==> src/rtl/lpsd_pkg.sv <==
// Types and constants shared by the LED panel scan driver modules.
package lpsd_pkg;

  localparam int XY_W        = 6;
  localparam int COLOR_W     = 3;
  localparam int ROW_W       = 5;
  localparam int ACTION_W    = 2;
  localparam int IN_TDATA_W  = 16;
  localparam int OUT_TDATA_W = 24;

  localparam int OUT_ROW_LSB = 6;
  localparam int OUT_ROW_MSB = 10;
  localparam int OUT_COL_LSB = 11;
  localparam int OUT_COL_MSB = 16;

  typedef enum logic [ACTION_W-1:0] {
    ACT_TICK  = 2'd0,
    ACT_WRITE = 2'd1,
    ACT_SWAP  = 2'd2
  } action_e;

  typedef enum logic [1:0] {
    CMD_TICK,
    CMD_WRITE,
    CMD_SWAP
  } cmd_kind_e;

  typedef struct packed {
    cmd_kind_e            kind;
    logic                 lower;
    logic [ROW_W-1:0]     row;
    logic [XY_W-1:0]      col;
    logic [COLOR_W-1:0]   color;
  } cmd_t;

  typedef struct packed {
    logic clearing;
  } back_stat_t;

endpackage

==> src/rtl/lpsd_cmd_fifo.sv <==
// Two-entry command queue between the front end and the scan engine.
module lpsd_cmd_fifo (
  input  logic           clk_i,
  input  logic           rst_ni,
  input  logic           push_i,
  input  lpsd_pkg::cmd_t cmd_i,
  output logic           full_o,
  input  logic           pop_i,
  output logic           empty_o,
  output lpsd_pkg::cmd_t cmd_o
);
  import lpsd_pkg::*;

  localparam int Depth = 2;

  cmd_t       mem_q [Depth];
  logic       wr_ptr_q, wr_ptr_d;
  logic       rd_ptr_q, rd_ptr_d;
  logic [1:0] count_q, count_d;

  assign full_o  = count_q == 2'(Depth);
  assign empty_o = count_q == 2'd0;
  assign cmd_o   = mem_q[rd_ptr_q];

  always_comb begin
    wr_ptr_d = wr_ptr_q;
    rd_ptr_d = rd_ptr_q;
    count_d  = count_q;
    if (push_i) begin
      wr_ptr_d = ~wr_ptr_q;
    end
    if (pop_i) begin
      rd_ptr_d = ~rd_ptr_q;
    end
    if (push_i && !pop_i) begin
      count_d = count_q + 2'd1;
    end else if (pop_i && !push_i) begin
      count_d = count_q - 2'd1;
    end
  end

  always_ff @(posedge clk_i or negedge rst_ni) begin
    if (!rst_ni) begin
      wr_ptr_q <= 1'b0;
      rd_ptr_q <= 1'b0;
      count_q  <= 2'd0;
    end else begin
      wr_ptr_q <= wr_ptr_d;
      rd_ptr_q <= rd_ptr_d;
      count_q  <= count_d;
    end
  end

  always_ff @(posedge clk_i) begin
    if (push_i) begin
      mem_q[wr_ptr_q] <= cmd_i;
    end
  end

endmodule

==> config.mk <==
export PLATFORM = sky130hd
export DESIGN_NAME = lpsd_cmd_fifo
export DESIGN_NICKNAME = d
export VERILOG_FILES = /design/src/rtl/lpsd_pkg.sv /design/src/rtl/lpsd_cmd_fifo.sv
export SDC_FILE = /design/constraint.sdc
export NUM_CORES = 1
export LEC_CHECK = 0
export BUFFER_PORTS_ARGS = -buffer_cell sky130_fd_sc_hd__clkbuf_2
export CORE_MARGIN = 4
export CORE_UTILIZATION = 54
export DETAILED_ROUTE_END_ITERATION = 10
export GPL_TIMING_DRIVEN = 1
export PLACE_DENSITY = 0.85
export SETUP_SLACK_MARGIN = 0.05
export SLEW_MARGIN = 20
export SYNTH_ARGS = -nofsm -noshare
export SYNTH_HDL_FRONTEND = slang
export SYNTH_SLANG_ARGS = --single-unit
==> constraint.sdc <==
create_clock -name clk_i -period 2.69 [get_ports clk_i]
set_input_delay 0 -clock clk_i [delete_from_list [all_inputs] [get_ports clk_i]]
set_output_delay 0 -clock clk_i [all_outputs]
set_load 0.03 [all_outputs]
# After elaboration in Yosys (flattened, before gate mapping)
# Memories as Yosys holds them, arrays and structs flattened.
# Index checks and enable logic that the tools add are counted.
# classes
n_addsub	2
n_mul	0
n_div	0
order_cmp	0
n_eq_ne	1
n_shift	0
mux	4
n_bitwise	2
reduce_logical	6
# ops
cell	count
2-to-1 mux 2 bit	2
adder 2 x 1 -> 2 bit (second input constant)	1
equality test 2 bit (second input constant)	1
logical AND 1 bit	2
zero test 1 bit	2
zero test 2 bit	1
2-to-1 mux 1 bit	2
NOT 1 bit	2
nonzero test 2 bit	1
subtractor 2 x 1 -> 2 bit (second input constant)	1
# totals
register_bits	4
latchBits	0
mem_bits_rw	34
rom_bits	0
input_bits	21
out_inout_bits	19
elab_cells	19
n_memories	1
# mem_list
name	words	word_bits	read_ports	rd_clocked_by_memory_dff	wr	line_no	source
mem_q	2	17	1	0	1	lpsd_cmd_fifo.sv:16	cmd_t mem_q [Depth];

# Depth between registers and ports, before layout
# depth
depth_word	4
ltp_mapped	5
ltp_nobuf	5

# Worst setup path after synthesis
# No wires, ideal clock.
# synth_path
path_type	reg2reg
from	register wr_ptr_q
to	memory mem_q[0][0] (netlist name), enable pin
setup_ns	0.393
arrival_ns	1.183
required_time_ns	2.297
path_slack_ns	1.115
stages_incl_launch_ff	2
path_buffers	0
synth_period_minus_slack_ns	1.575
cell_sequence	dfrtp_1 > nor2b_1
# synth_lines
element	line_no	source
start, declared	lpsd_cmd_fifo.sv:17	logic wr_ptr_q, wr_ptr_d;
start signal, assigned	lpsd_cmd_fifo.sv:48	wr_ptr_q <= wr_ptr_d;
end, declared	lpsd_cmd_fifo.sv:16	
# Straight into the memory's write port.

==> flow_metrics.py <==
metrics = {
    "timing": {
        "timing.setup.tns_ns": 0,
        "slew_headroom_pct": 41.5,
        "max_freq_ghz": 0.537,
        "skew_ns": 0.00361,
        "final-setup-viol-count": 0,
        "maxSlewViolCount": 0,
        "hold_viol": 0,
        "fin_crit_ns": 1.86,
        "rsz0062_at_grt": "false",
        "fin_ws_ns": 0.827,
        "min_period_over_period_pct": 69.3,
        "worst_pin_slew_ns": 0.877,
    },
    "power": {
        "peakVddDrop_mv": 0.708,
        "fin_total_pwr_w": 0.00188,
        "powerDensity_nw_per_um2": 969,
        "leakage_nw": 0.802,
    },
    "setup_path": {
        "path_max_fanout": 18,
        "cp-endpoint": "cmd_o[12]",
        "reg2reg_slack_ns": 1.27,
        "reg2regPathDepth": 1,
        "critPathArrivalTime_ns": 1.86,
        "worst_setup_path_end_kind": "primary output",
        "path_class": "reg2out",
        "r2r_start": "wr_ptr_q$_DFFE_PN0P_",
        "worst_setup_path_start_kind": "flop",
        "startpoint": "rd_ptr_q$_DFFE_PN0P_",
        "critical_path_required_ns": 2.69,
        "slowest_stage": "dfrtp_1",
        "worstReg2RegEnd": "mem_q[1][15]$_DFFE_PP_",
        "max_stage_delay_ns": 0.93,
        "cp_cell_sequence": "mux2_2 -> clkbuf_2",
    },
    "global_route": {
        "antenna_found_initial": 0,
        "grt_pass1_wl_mm": 4.15,
        "overflow": 0,
        "grt_max_degree": 19,
        "track_usage_pct": 16.9,
        "grt_pass1_vias": 885,
    },
    "floorplan": {
        "start_util_pct": 58.0,
        "fp.dieH_um": 60.1,
        "die_w_um": 60.1,
        "ios": 40,
        "row_count": 18,
        "dieArea_um2": 3610,
        "core_area_um2": 2520,
    },
    "logic_synthesis": {
        "synth_warnings": 0,
        "synth_area_um2": 1460,
        "synth_fa_ha_area_share_pct": 0.855,
        "synth_top_family_by_area": "multiplexers",
        "yosysUniqueCellTypes": 13,
        "syn_avg_cell_area_um2": 21.2,
        "synth.area.mux_share_pct": 15.4,
        "synthCells": 69,
        "synth-compound-area-share_pct": 0,
        "seq_area_frac_synth_pct": 76.6,
        "syn-num-nets": 91,
        "synth_simple_gate_area_share_pct": 1.79,
        "ys_seq_elements": 38,
        "synth-xor-area-share_pct": 2.99,
    },
    "finish": {
        "drive_above_1_share_pct": 46.3,
        "final_cell_mix": "clkbuf_2 (39), edfxtp_1 (34), dlygate4sd3_1 (21)",
        "multi_input_area_um2": 308,
        "final_area_um2": 1940,
        "final_nets": 158,
        "nFillCells": 158,
        "final_common_cell": "clkbuf_2",
        "syn2layout_area_growth_pct": 32.2,
        "antenna_cells": 0,
        "seqCellArea_um2": 1120,
    },
    "place": {
        "post-place-ws_ns": 1.17,
        "place_congestion": 0.640,
        "io_buffer_count": 39,
        "placed_cell_area_um2": 1680,
        "dp_hpwl_mm": 1.68,
    },
    "clock_tree": {
        "clock_latency_ns": 0.33,
        "cts_root_buf": "clkbuf_4",
        "clk_pin_slew_ns": 0.10,
        "clockBufferDepth": 2,
        "h-tree-depth": 2,
        "clock_sinks": 38,
        "cts_buffers": 5,
        "cts_setup_buffers": 0,
        "cts_tree": "built",
    },
    "route": {
        "remaining_drc_errors": 0,
        "drtPass1Iterations": 4,
        "drtIter0Drc": 16,
        "wl_mm": 2.53,
        "avgViaCountPerCell": 4.70,
        "num_vias": 780,
        "postRouteAntennaNets": 0,
        "wl_per_cell_um": 15.3,
    },
    "flow_run": {
        "drv_cap": 0,
    },
    "worst_hold_path": {
        "hold_path.class": "in2reg",
    },
    "status": {
        "run_status": "complete, no violations",
    },
}
report_power, final:
part	switching [W]	total, W	leakage [nW]	internal (W)
clock	0.000162	0.000257	0.0258	0.0000949
sequential	0.000109	0.000900	0.366	0.000790
combinational	0.000415	0.000719	0.410	0.000304
cells by family (layout without fill, tap and decap cells):
| group | Yosys count | after routing |
|---|---|---|
| flip-flops | 38 | 38 |
| adder cells (fa/ha/maj) | 1 | 1 |
| AND/OR/NAND/NOR | 5 | 5 |
| buffers and inverters | 3 | 70 |
| XOR/XNOR | 5 | 5 |
| multiplexers | 17 | 17 |
synthesized netlist by cell type, drive strengths merged:
| cell | number | area (um2) |
|---|---|---|
| edfxtp | 34 | 1020 |
| mux2 | 17 | 225 |
| dfrtp | 4 | 100 |
| xor2 | 4 | 35.0 |
| buf | 2 | 31.3 |
| nor2 | 2 | 7.51 |
| nor2b | 2 | 12.5 |
| and2 | 1 | 6.26 |
| ha | 1 | 12.5 |
| inv | 1 | 3.75 |
| xnor2 | 1 | 8.76 |
metrics by stage:
| stage | hold WS [ns] | std cells | utilization (%) |
|---|---|---|---|
| 2_1_floorplan | -0.296 | 69 | - |
| 3_3_place_gp | -0.191 | 138 | 66.6 |
| 3_5_place_dp | -0.182 | 138 | 66.6 |
| 4_1_cts | 0.385 | 166 | 76.7 |
| 5_1_grt | 0.375 | 166 | 76.7 |
| 6_report | 0.391 | 166 | 76.7 |
flip-flops by register name, summed over array words and instances (netlist names):
register / count
wr_ptr_q: 1
mem_q: 34
rd_ptr_q: 1
count_q: 2
per-layer routing:
| layer | track usage, % | up-vias | part of all wire [%] |
|---|---|---|---|
| met2 | 30.4 | 20 | 56 |
| li1 | - | 391 | - |
| met3 | 6.05 | 5 | 5.3 |
| met1 | 17.7 | 364 | 37 |
| met5 | 0 | - | 0 |
| met4 | 6.65 | 0 | 1.7 |
timing repair:
| action | 4_1_cts | 5_1_grt |
|---|---|---|
| hold buffers | 21 | 0 |
| hold endpoints to repair | 40 | 0 |
| setup endpoints to repair | 0 | 0 |
| resized for setup | 0 | 0 |
worst max-delay path, delay by kind of cell (launching register included):
family	cells	cell delay, ns
muxes	1	0.42
DFF	1	0.93
buffers and inverters	1	0.19
area by class of cell:
| type | instances | share of cell area [%] |
|---|---|---|
| Sequential cell | 38 | 57.9 |
| Timing Repair Buffer | 62 | 21.7 |
| Multi-Input combinational cell | 28 | 15.9 |
| Clock buffer | 6 | 2.13 |
| Tap cell | 30 | 1.94 |
| Clock inverter | 1 | 0.194 |
| Inverter | 1 | 0.194 |
worst min path at each step:
stage | slack [ns] | startpoint | endpoint | cells past startpoint
after floorplan | -0.30 | rst_ni | count_q[0]$_DFFE_PN0P_ | 0
after global placement | -0.19 | rst_ni | count_q[1]$_DFFE_PN0P_ | 1
after detailed placement | -0.18 | rst_ni | count_q[0]$_DFFE_PN0P_ | 1
after CTS | 0.39 | cmd_i[6] | mem_q[1][6]$_DFFE_PP_ | 2
after global routing | 0.38 | cmd_i[5] | mem_q[0][5]$_DFFE_PP_ | 2
final | 0.39 | cmd_i[2] | mem_q[1][2]$_DFFE_PP_ | 2
No activity file was read; power rests on OpenSTA's default activity.
