<file path="src/rtl/lpsd_pkg.sv">
// Types and constants shared by the LED panel scan driver modules.
package lpsd_pkg;

  localparam int XY_W        = 6;
  localparam int COLOR_W     = 3;
  localparam int ROW_W       = 5;
  localparam int ACTION_W    = 2;
  localparam int IN_TDATA_W  = 16;
  localparam int OUT_TDATA_W = 24;

  localparam int OUT_ROW_LSB = 6;
  localparam int OUT_ROW_MSB = 10;
  localparam int OUT_COL_LSB = 11;
  localparam int OUT_COL_MSB = 16;

  typedef enum logic [ACTION_W-1:0] {
    ACT_TICK  = 2'd0,
    ACT_WRITE = 2'd1,
    ACT_SWAP  = 2'd2
  } action_e;

  typedef enum logic [1:0] {
    CMD_TICK,
    CMD_WRITE,
    CMD_SWAP
  } cmd_kind_e;

  typedef struct packed {
    cmd_kind_e            kind;
    logic                 lower;
    logic [ROW_W-1:0]     row;
    logic [XY_W-1:0]      col;
    logic [COLOR_W-1:0]   color;
  } cmd_t;

  typedef struct packed {
    logic clearing;
  } back_stat_t;

endpackage

</file>
<file path="src/rtl/lpsd_front.sv">
// Front end: accepts requests, decodes them and drops those that do nothing.
module lpsd_front #(
  parameter int PANEL_WIDTH  = 64,
  parameter int PANEL_HEIGHT = 64
) (
  input  logic                                 s_axis_tvalid,
  output logic                                 s_axis_tready,
  input  logic [lpsd_pkg::IN_TDATA_W-1:0]      s_axis_tdata,
  input  logic [lpsd_pkg::ACTION_W-1:0]        s_axis_tuser,
  input  logic                                 fifo_full_i,
  input  lpsd_pkg::back_stat_t                 stat_i,
  output logic                                 push_o,
  output lpsd_pkg::cmd_t                       cmd_o
);
  import lpsd_pkg::*;

  logic [XY_W-1:0]    x;
  logic [XY_W-1:0]    y;
  logic [COLOR_W-1:0] color;
  logic [7:0]         flip_row;
  logic               x_ok;
  logic               y_ok;
  logic               keep;

  assign x     = s_axis_tdata[XY_W-1:0];
  assign y     = s_axis_tdata[2*XY_W-1:XY_W];
  assign color = s_axis_tdata[2*XY_W+COLOR_W-1:2*XY_W];

  // Stored row is flipped; only rows 0..63 are ever shown.
  assign flip_row = 8'(PANEL_HEIGHT - 1) - 8'(y);
  assign x_ok     = 9'(x) < 9'(PANEL_WIDTH);
  assign y_ok     = 8'(y) < 8'(PANEL_HEIGHT);

  always_comb begin
    cmd_o       = '0;
    cmd_o.kind  = CMD_TICK;
    cmd_o.lower = flip_row[5];
    cmd_o.row   = flip_row[ROW_W-1:0];
    cmd_o.col   = x;
    cmd_o.color = color;
    keep        = 1'b0;
    case (s_axis_tuser)
      ACT_TICK: begin
        cmd_o.kind = CMD_TICK;
        keep       = 1'b1;
      end
      ACT_WRITE: begin
        cmd_o.kind = CMD_WRITE;
        keep       = x_ok && y_ok && (flip_row[7:6] == 2'b00);
      end
      ACT_SWAP: begin
        cmd_o.kind = CMD_SWAP;
        keep       = 1'b1;
      end
      default: begin
        keep = 1'b0;
      end
    endcase
  end

  assign s_axis_tready = !fifo_full_i && !stat_i.clearing;
  assign push_o        = s_axis_tvalid && s_axis_tready && keep;

endmodule

</file>
<file path="config.mk">
export PLATFORM = sky130hd
export DESIGN_NAME = lpsd_front
export DESIGN_NICKNAME = d
export VERILOG_FILES = /design/src/rtl/lpsd_pkg.sv /design/src/rtl/lpsd_front.sv
export SDC_FILE = /design/constraint.sdc
export NUM_CORES = 1
export LEC_CHECK = 0
export BUFFER_PORTS_ARGS = -buffer_cell sky130_fd_sc_hd__buf_2
export CAP_MARGIN = 20
export CORE_AREA = 2 2 39 41
export DETAILED_ROUTE_END_ITERATION = 10
export DIE_AREA = 0 0 41 43
export GPL_TIMING_DRIVEN = 0
export PLACE_DENSITY = 0.55
export SLEW_MARGIN = 20
export SYNTH_ARGS = -nofsm -noshare
export SYNTH_HDL_FRONTEND = slang
export SYNTH_SLANG_ARGS = --single-unit
export TNS_END_PERCENT = 10
</file>
<file path="constraint.sdc">
create_clock -name vclk -period 0.8
set_input_delay 0.16 -clock vclk [all_inputs]
set_output_delay 0.16 -clock vclk [all_outputs]
set_load 0.02 [all_outputs]
</file>
Word level (Yosys, flattened, before mapping)
Cells that the tools add are included.
{ "op_classes": {"mux": 2, "eq_ne": 2, "n_addsub": 1, "n_reduce_logical": 8} }
{ "ops": {"columns": ["operator", "n"], "rows": [
  ["6-bit by 6-bit subtractor with 7-bit output (first input constant)", 1],
  ["2-bit logical NOT", 2],
  ["2-bit one-hot mux with 2 select lines", 1],
  ["1-bit logical AND", 3],
  ["2-bit by 1-bit equality test with 1-bit output (second input constant)", 1],
  ["2-bit equality test (second input constant)", 1],
  ["1-bit logical NOT", 2],
  ["1-bit one-hot mux with 2 select lines", 1],
  ["2-bit OR reduction", 1]
]} }
{ "word_totals": {"register_bits": 0, "elab_cells": 13, "out_inout_bits": 19, "in_bits": 21} }

Longest topological paths before layout
Gate-level depths: netlist of the first run.
{ "logic_depth": {"ltp_word": 4, "ltp_mapped": 2, "depth_no_buf": 2} }

Worst setup path before layout of the first run
Ideal clock, no wire load.
{ "synth_path": {"path_kind": "input-to-output", "startpoint": "input stat_i", "endpoint": "output push_o", "path_stages": 2, "arrival_ps": 690, "n_path_buf": 0, "required_time_ps": 640, "slack_ps": -50, "cell_sequence": "nor2_2 -> and3_1"} }
{ "synth_between": {"elab_chain_len": 4} }
{ "synth_lines": {"columns": ["item", "line", "rtl"], "rows": [
  ["start: declaration", "lpsd_front.sv:11", "input lpsd_pkg::back_stat_t stat_i,"],
  ["1-bit logical NOT", "lpsd_front.sv:61", "assign s_axis_tready = !fifo_full_i && !stat_i.clearing;"],
  ["1-bit logical AND", "lpsd_front.sv:61", null],
  ["1-bit logical AND (2 in a row)", "lpsd_front.sv:62", "assign push_o = s_axis_tvalid && s_axis_tready && keep;"],
  ["end: declaration", "lpsd_front.sv:12", "output logic push_o,"]
]} }
No other way between the ends.

Worst setup path in the final report of the first run
Same ends and word-level chain as after synthesis.

==> results of run 1 <==
## worst paths after layout
kind	from	end	cells after the start
worst max-delay path	stat_i	push_o	4
worst min-delay path	s_axis_tdata[2]	cmd_o[5]	2
## cell usage after synthesis
| cell type | instances | area share (%) |
|---|---|---|
| sky130_fd_sc_hd__and3_1 | 1 | 5.3 |
| sky130_fd_sc_hd__buf_4 | 9 | 57 |
| sky130_fd_sc_hd__inv_1 | 6 | 19 |
| sky130_fd_sc_hd__nand2_1 | 1 | 3.2 |
| sky130_fd_sc_hd__nor2_2 | 1 | 5.3 |
| sky130_fd_sc_hd__nor2b_1 | 2 | 11 |
## cells by family (layout without fill, tap and decap cells)
kind of cell | Yosys count | after routing
buffers and inverters | 15 | 46
and+or+nand+nor | 5 | 5
## power breakdown
| part | total [W] | internal (W) | switching, W |
|---|---|---|---|
| Clock | 0 | 0 | 0 |
| Combinational | 0.000201 | 0.0000983 | 0.000103 |
| Sequential | 0 | 0 | 0 |
## through the flow
step	setup WS (ns)	instance area, um^2	power [W]
after floorplan	0.0811	129	0.000117
after global placement	-0.0412	299	0.000188
after detailed placement	-0.0603	299	0.000190
after CTS	0.00271	322	0.000201
after global routing	-0.0250	324	0.000219
final	0.000666	324	0.000201
## layout make-up
cell class / count / area (um^2)
fillers: 151 / 1060
multi-input cells: 5 / 41.3
inverters: 6 / 22.5
repair buffers: 31 / 173
well taps: 16 / 20.0
plain buffers: 9 / 67.6
## routing by layer
| layer | routed length (um) | share of wire (%) | up-vias |
|---|---|---|---|
| li1 | - | - | 108 |
| met1 | 93 | 22 | 79 |
| met2 | 226 | 53 | 26 |
| met3 | 103 | 24 | 0 |
| met4 | 0 | 0 | 0 |
| met5 | 0 | 0 | - |
## repair_timing
action	in CTS	in global routing
endpoints found under the setup margin	1	2
resized for setup	4	1
setup buffers	1	0
pin swaps	2	0
cloned	0	0
==> metrics.cfg, run 1 <==
[sta]
setup_repair_after_global_routing_missed_its_margin=true
final_min_period_over_clock_period_pct=99.9
max_slew_margin_pct=92.7
tightestPinTransition_ns=0.110
final_min_period_ns=0.799
setup_violations=0
final_hold_viol_count=0
max_clock_freq_ghz=1.25
number_of_pins_exceeding_their_max_slew_limit_in_the_final_report=0
setup_total_negative_slack_ns=0
hold_slack_ns=0.536

[layout]
layout.cells.non_filler=67
commonest_non_fill_non_tap_cells_in_the_layout=sky130_fd_sc_hd__buf_2, sky130_fd_sc_hd__buf_4, sky130_fd_sc_hd__inv_1
antenna_cells_inserted=0
regArea_um2=0
fin_util_pct=23.4
seq_cells=0
clock_buffer_count=0
synthToLayoutAreaGrowth_pct=173
post_route_cells_drive_above_1_share_pct=84.3
layout.cells.most_common=sky130_fd_sc_hd__buf_2
finish.net_count=74

[routing]
postRouteWirelength_um=423
routed_wire_length_per_instance_um=6.31
via_count=213
drt_pass1_iterations=1
antenna_violating_nets_post_route=0
detail_route.iter0.violations=0
drc_errors=0
post_drt_via_cell_ratio=3.18

[setup_path]
critical_path.cell_chain=buf_2, nor2_4, and3_4, buf_6
gate_family_responsible_for_the_most_delay_along_the_worst_path=simple AND/OR/NAND/NOR gates
path_max_fanout=2
slowest_stage_cell_crit_path=sky130_fd_sc_hd__and3_4
crit_required_ns=0.64
worst_setup_path_end_kind=primary output
critPathLaunchType=input pin
worst-setup-path-type=in2out
timing.critical_path.buf_inv=2
stage_delay_of_the_slowest_cell_on_the_critical_path_ns=0.18
critPathArrivalTime_ns=0.64

[floorplan]
chipWidth_um=41
core_ar_um2=1380
die_h_um=43
row_count=14
design.die.area_um2=1760
floorplan.initialDensity_pct=8.59
io_pins=40

[global_routing]
antenna_found_initial=0
wire_length_of_the_first_global_routing_pass_um=448
grt.met3_usage_pct=0
grt_util_all_layers_pct=3.50
gr-usage-met2_pct=8.44
grt.met1_usage_pct=2.53
global_route.peak_usage_layer=met2
global_route.overflow_total=0
grt_start_max_net_pins=4
grt_pass1_vias=138

[logic_synthesis]
syn_std_cell_area_um2=119
postSynthCellCount=20
synth-simple-area-share_pct=24.2
synth.area.mux_share_pct=0
synth-seq-area-share_pct=0
dominant_combinational_cell_family_by_area_after_synthesis=buffers and inverters
post_synthesis_compound_gate_area_fraction_pct=0
netlist-cell-type-count=6
synth.net_count=41
synth-warning-count=0
synth_xor_xnor_area_share_pct=0
syn_avg_cell_area_um2=5.94
post_synth_fa_ha_maj_area_fraction_pct=0

[place]
numPortBuffers=30
globalplace.congestion=0.525
place_inst=66

[power]
total_leakage_power_nw=0.219
power_density_relative_to_cell_area_nw_per_um2=621
power.ir.vdd_worst_mv=0.111

[run_status]
outcome=finished clean

[cts]
cts-hold-fix-buffers=0

[worst_hold_path]
min_path_type=in2out

[job]
timing.max_cap.violations=0

(Power assumes the default switching activity.)
==> run 2, diff against run 1 <==
--- a/config.mk
+++ b/config.mk
@@ -11,7 +11,7 @@
 export DETAILED_ROUTE_END_ITERATION = 10
 export DIE_AREA = 0 0 41 43
 export GPL_TIMING_DRIVEN = 0
-export PLACE_DENSITY = 0.55
+export PLACE_DENSITY = 0.54
 export SLEW_MARGIN = 20
 export SYNTH_ARGS = -nofsm -noshare
 export SYNTH_HDL_FRONTEND = slang
==> constraint.sdc (replaced) <==
create_clock -name vclk -period 0.9
set_input_delay 0.18 -clock vclk [all_inputs]
set_output_delay 0.18 -clock vclk [all_outputs]
set_load 0.02 [all_outputs]
==> run 2 against run 1 <==
Sequential share of layout area unchanged. Die area unchanged. Clock-buffer cell count unchanged. Non-clock buffer count decreased by 1. Setup slack improved by 0.054 ns. First-iteration DRC count unchanged. Critical path type unchanged.
==> metrics.cfg, run 2 (synthesis gave the netlist of run 1 again) <==
[power]
p_switching_w=0.0000869  ; was 0.000103 W
cell_internal_pwr_w=0.0000780  ; was 0.0000983 W
netSwitchingFraction_pct=52.7  ; was 51.1%
power_frac_seq_pct=0  ; about the same
total_power_w=0.000165  ; was 0.000201 W
total_leakage_power_nw=0.212  ; was 0.219 nW
clock_power_share_pct=0  ; about the same
power_density_relative_to_cell_area_nw_per_um2=559  ; was 621 nW/um^2
power.ir.vdd_worst_mv=0.104  ; was 0.111 mV
combPwrFrac_pct=100.0  ; about the same

[setup_path]
critPathLaunchType=input pin  ; unchanged
worst_setup_path_end_kind=primary output  ; unchanged
slowest_stage_cell_crit_path=sky130_fd_sc_hd__and3_1  ; was sky130_fd_sc_hd__and3_4
critPathArrivalTime_ns=0.67  ; was 0.64 ns
worst-setup-path-type=in2out  ; unchanged
stage_delay_of_the_slowest_cell_on_the_critical_path_ns=0.17  ; was 0.18 ns
critical_path.cell_chain=buf_2, nor2_2, and3_1, buf_6  ; was buf_2, nor2_4, and3_4, buf_6
crit_required_ns=0.72  ; was 0.64 ns
path_max_fanout=2  ; unchanged

[routing]
routed_wire_length_per_instance_um=5.39  ; was 6.31 um
drc_errors=0  ; unchanged
via_count=205  ; was 213
post_drt_via_cell_ratio=3.11  ; was 3.18
antenna_violating_nets_post_route=0  ; unchanged
postRouteWirelength_um=356  ; was 423 um
detail_route.iter0.violations=0  ; unchanged
drt_pass1_iterations=1  ; unchanged

[layout]
seq_cells=0  ; unchanged
synthToLayoutAreaGrowth_pct=148  ; was 173%
layout.cells.non_filler=66  ; was 67
post_route_cells_drive_above_1_share_pct=80.0  ; was 84.3%
clock_buffer_count=0  ; unchanged
fin_util_pct=21.3  ; was 23.4%
antenna_cells_inserted=0  ; unchanged
filler_cell_count=154  ; was 151
finish.net_count=73  ; was 74
commonest_non_fill_non_tap_cells_in_the_layout=sky130_fd_sc_hd__buf_2, sky130_fd_sc_hd__buf_4, sky130_fd_sc_hd__inv_1  ; unchanged
layout.cells.most_common=sky130_fd_sc_hd__buf_2  ; unchanged
regArea_um2=0  ; unchanged

[sta]
setup_total_negative_slack_ns=0  ; unchanged
final_hold_viol_count=0  ; unchanged
max_slew_margin_pct=92.6  ; was 92.7%
final_min_period_over_clock_period_pct=94.0
final_min_period_ns=0.846
max_clock_freq_ghz=1.18
setup_violations=0  ; unchanged
number_of_pins_exceeding_their_max_slew_limit_in_the_final_report=0  ; unchanged
hold_slack_ns=0.577  ; was 0.536 ns
tightestPinTransition_ns=0.112  ; was 0.110 ns

[worst_hold_path]
hold_path_startpoint=s_axis_tdata[2]  ; unchanged
min_path_type=in2out  ; unchanged
worst_hold_path.num_cells=2  ; unchanged
hold-path-endpoint=cmd_o[5]  ; unchanged

[cts]
post_cts_buffers=0  ; was 1
cts-hold-fix-buffers=0  ; unchanged

[floorplan]
row_count=14  ; unchanged
die_h_um=43  ; unchanged
core_ar_um2=1380  ; unchanged
io_pins=40  ; unchanged
floorplan.initialDensity_pct=8.59  ; unchanged
design.die.area_um2=1760  ; unchanged
chipWidth_um=41  ; unchanged

[global_routing]
grt_pass1_vias=118  ; was 138
wire_length_of_the_first_global_routing_pass_um=358  ; was 448 um
grt_start_max_net_pins=4  ; unchanged
grt_util_all_layers_pct=2.60  ; was 3.50%
antenna_found_initial=0  ; unchanged
global_route.overflow_total=0  ; unchanged

[place]
numPortBuffers=30  ; unchanged
globalplace.congestion=0.611  ; was 0.525
dp_hpwl_um=330
place_inst=66  ; unchanged

[run_status]
outcome=finished clean  ; unchanged

[job]
timing.max_cap.violations=0  ; unchanged

run 2: changes by cell type in the layout (fill, tap and decap cells not counted):
cell	delta
sky130_fd_sc_hd__and3_1	+1
sky130_fd_sc_hd__and3_4	-1
sky130_fd_sc_hd__buf_2	+2
sky130_fd_sc_hd__buf_4	-2
sky130_fd_sc_hd__buf_6	-1
sky130_fd_sc_hd__nand2_1	+1
sky130_fd_sc_hd__nand2_2	-1
sky130_fd_sc_hd__nor2_2	+1
sky130_fd_sc_hd__nor2_4	-1
run 2: power by group through the flow:
stage	Sequential, W	Clock (W)	Combinational, W
after floorplan	0	0	0.000101
after CTS	0	0	0.000164
after global routing	0	0	0.000180
final	0	0	0.000165
after global placement	0	0	0.000162
after detailed placement	0	0	0.000164
run 2: routing by layer:
| metal | up-vias | GRT usage, % | wire, um |
|---|---|---|---|
| li1 | 106 | - | - |
| met1 | 70 | 1.90 | 83 |
| met2 | 29 | 5.94 | 155 |
| met3 | 0 | 0.524 | 117 |
| met4 | 0 | 0 | 0 |
| met5 | - | 0 | 0 |
run 2: worst max-delay path: cells and delay by family:
family	cells	cell delay, ns
buffers and inverters	2	0.22
AND/OR/NAND/NOR	2	0.27
run 2: worst max-delay path by stage:
stage / from / to / depth (start not counted)
2_1_floorplan: stat_i / push_o / 2
5_1_grt: stat_i / push_o / 4
3_5_place_dp: stat_i / push_o / 4
6_report: stat_i / push_o / 4
4_1_cts: stat_i / push_o / 4
3_3_place_gp: stat_i / push_o / 4
run 2: final cells by class:
class / count / area, um^2 / share of cell area, %
multi-input cells: 5 / 28.8 / 9.75
repair buffers: 30 / 156 / 53.0
well taps: 16 / 20.0 / 6.78
plain buffers: 9 / 67.6 / 22.9
inverters: 6 / 22.5 / 7.63
run 2: timing repair:
item,4_1_cts,5_1_grt
resized for setup,0,2
setup endpoints to repair,0,1
hold endpoints to repair,0,0
run 2: stage by stage:
step	setup slack, ns	instance area, um^2
floorplan	0.0103	119
global placement	0.0446	289
detailed placement	0.0493	289
CTS	0.0492	289
global route	-0.00227	295
finish	0.0544	295
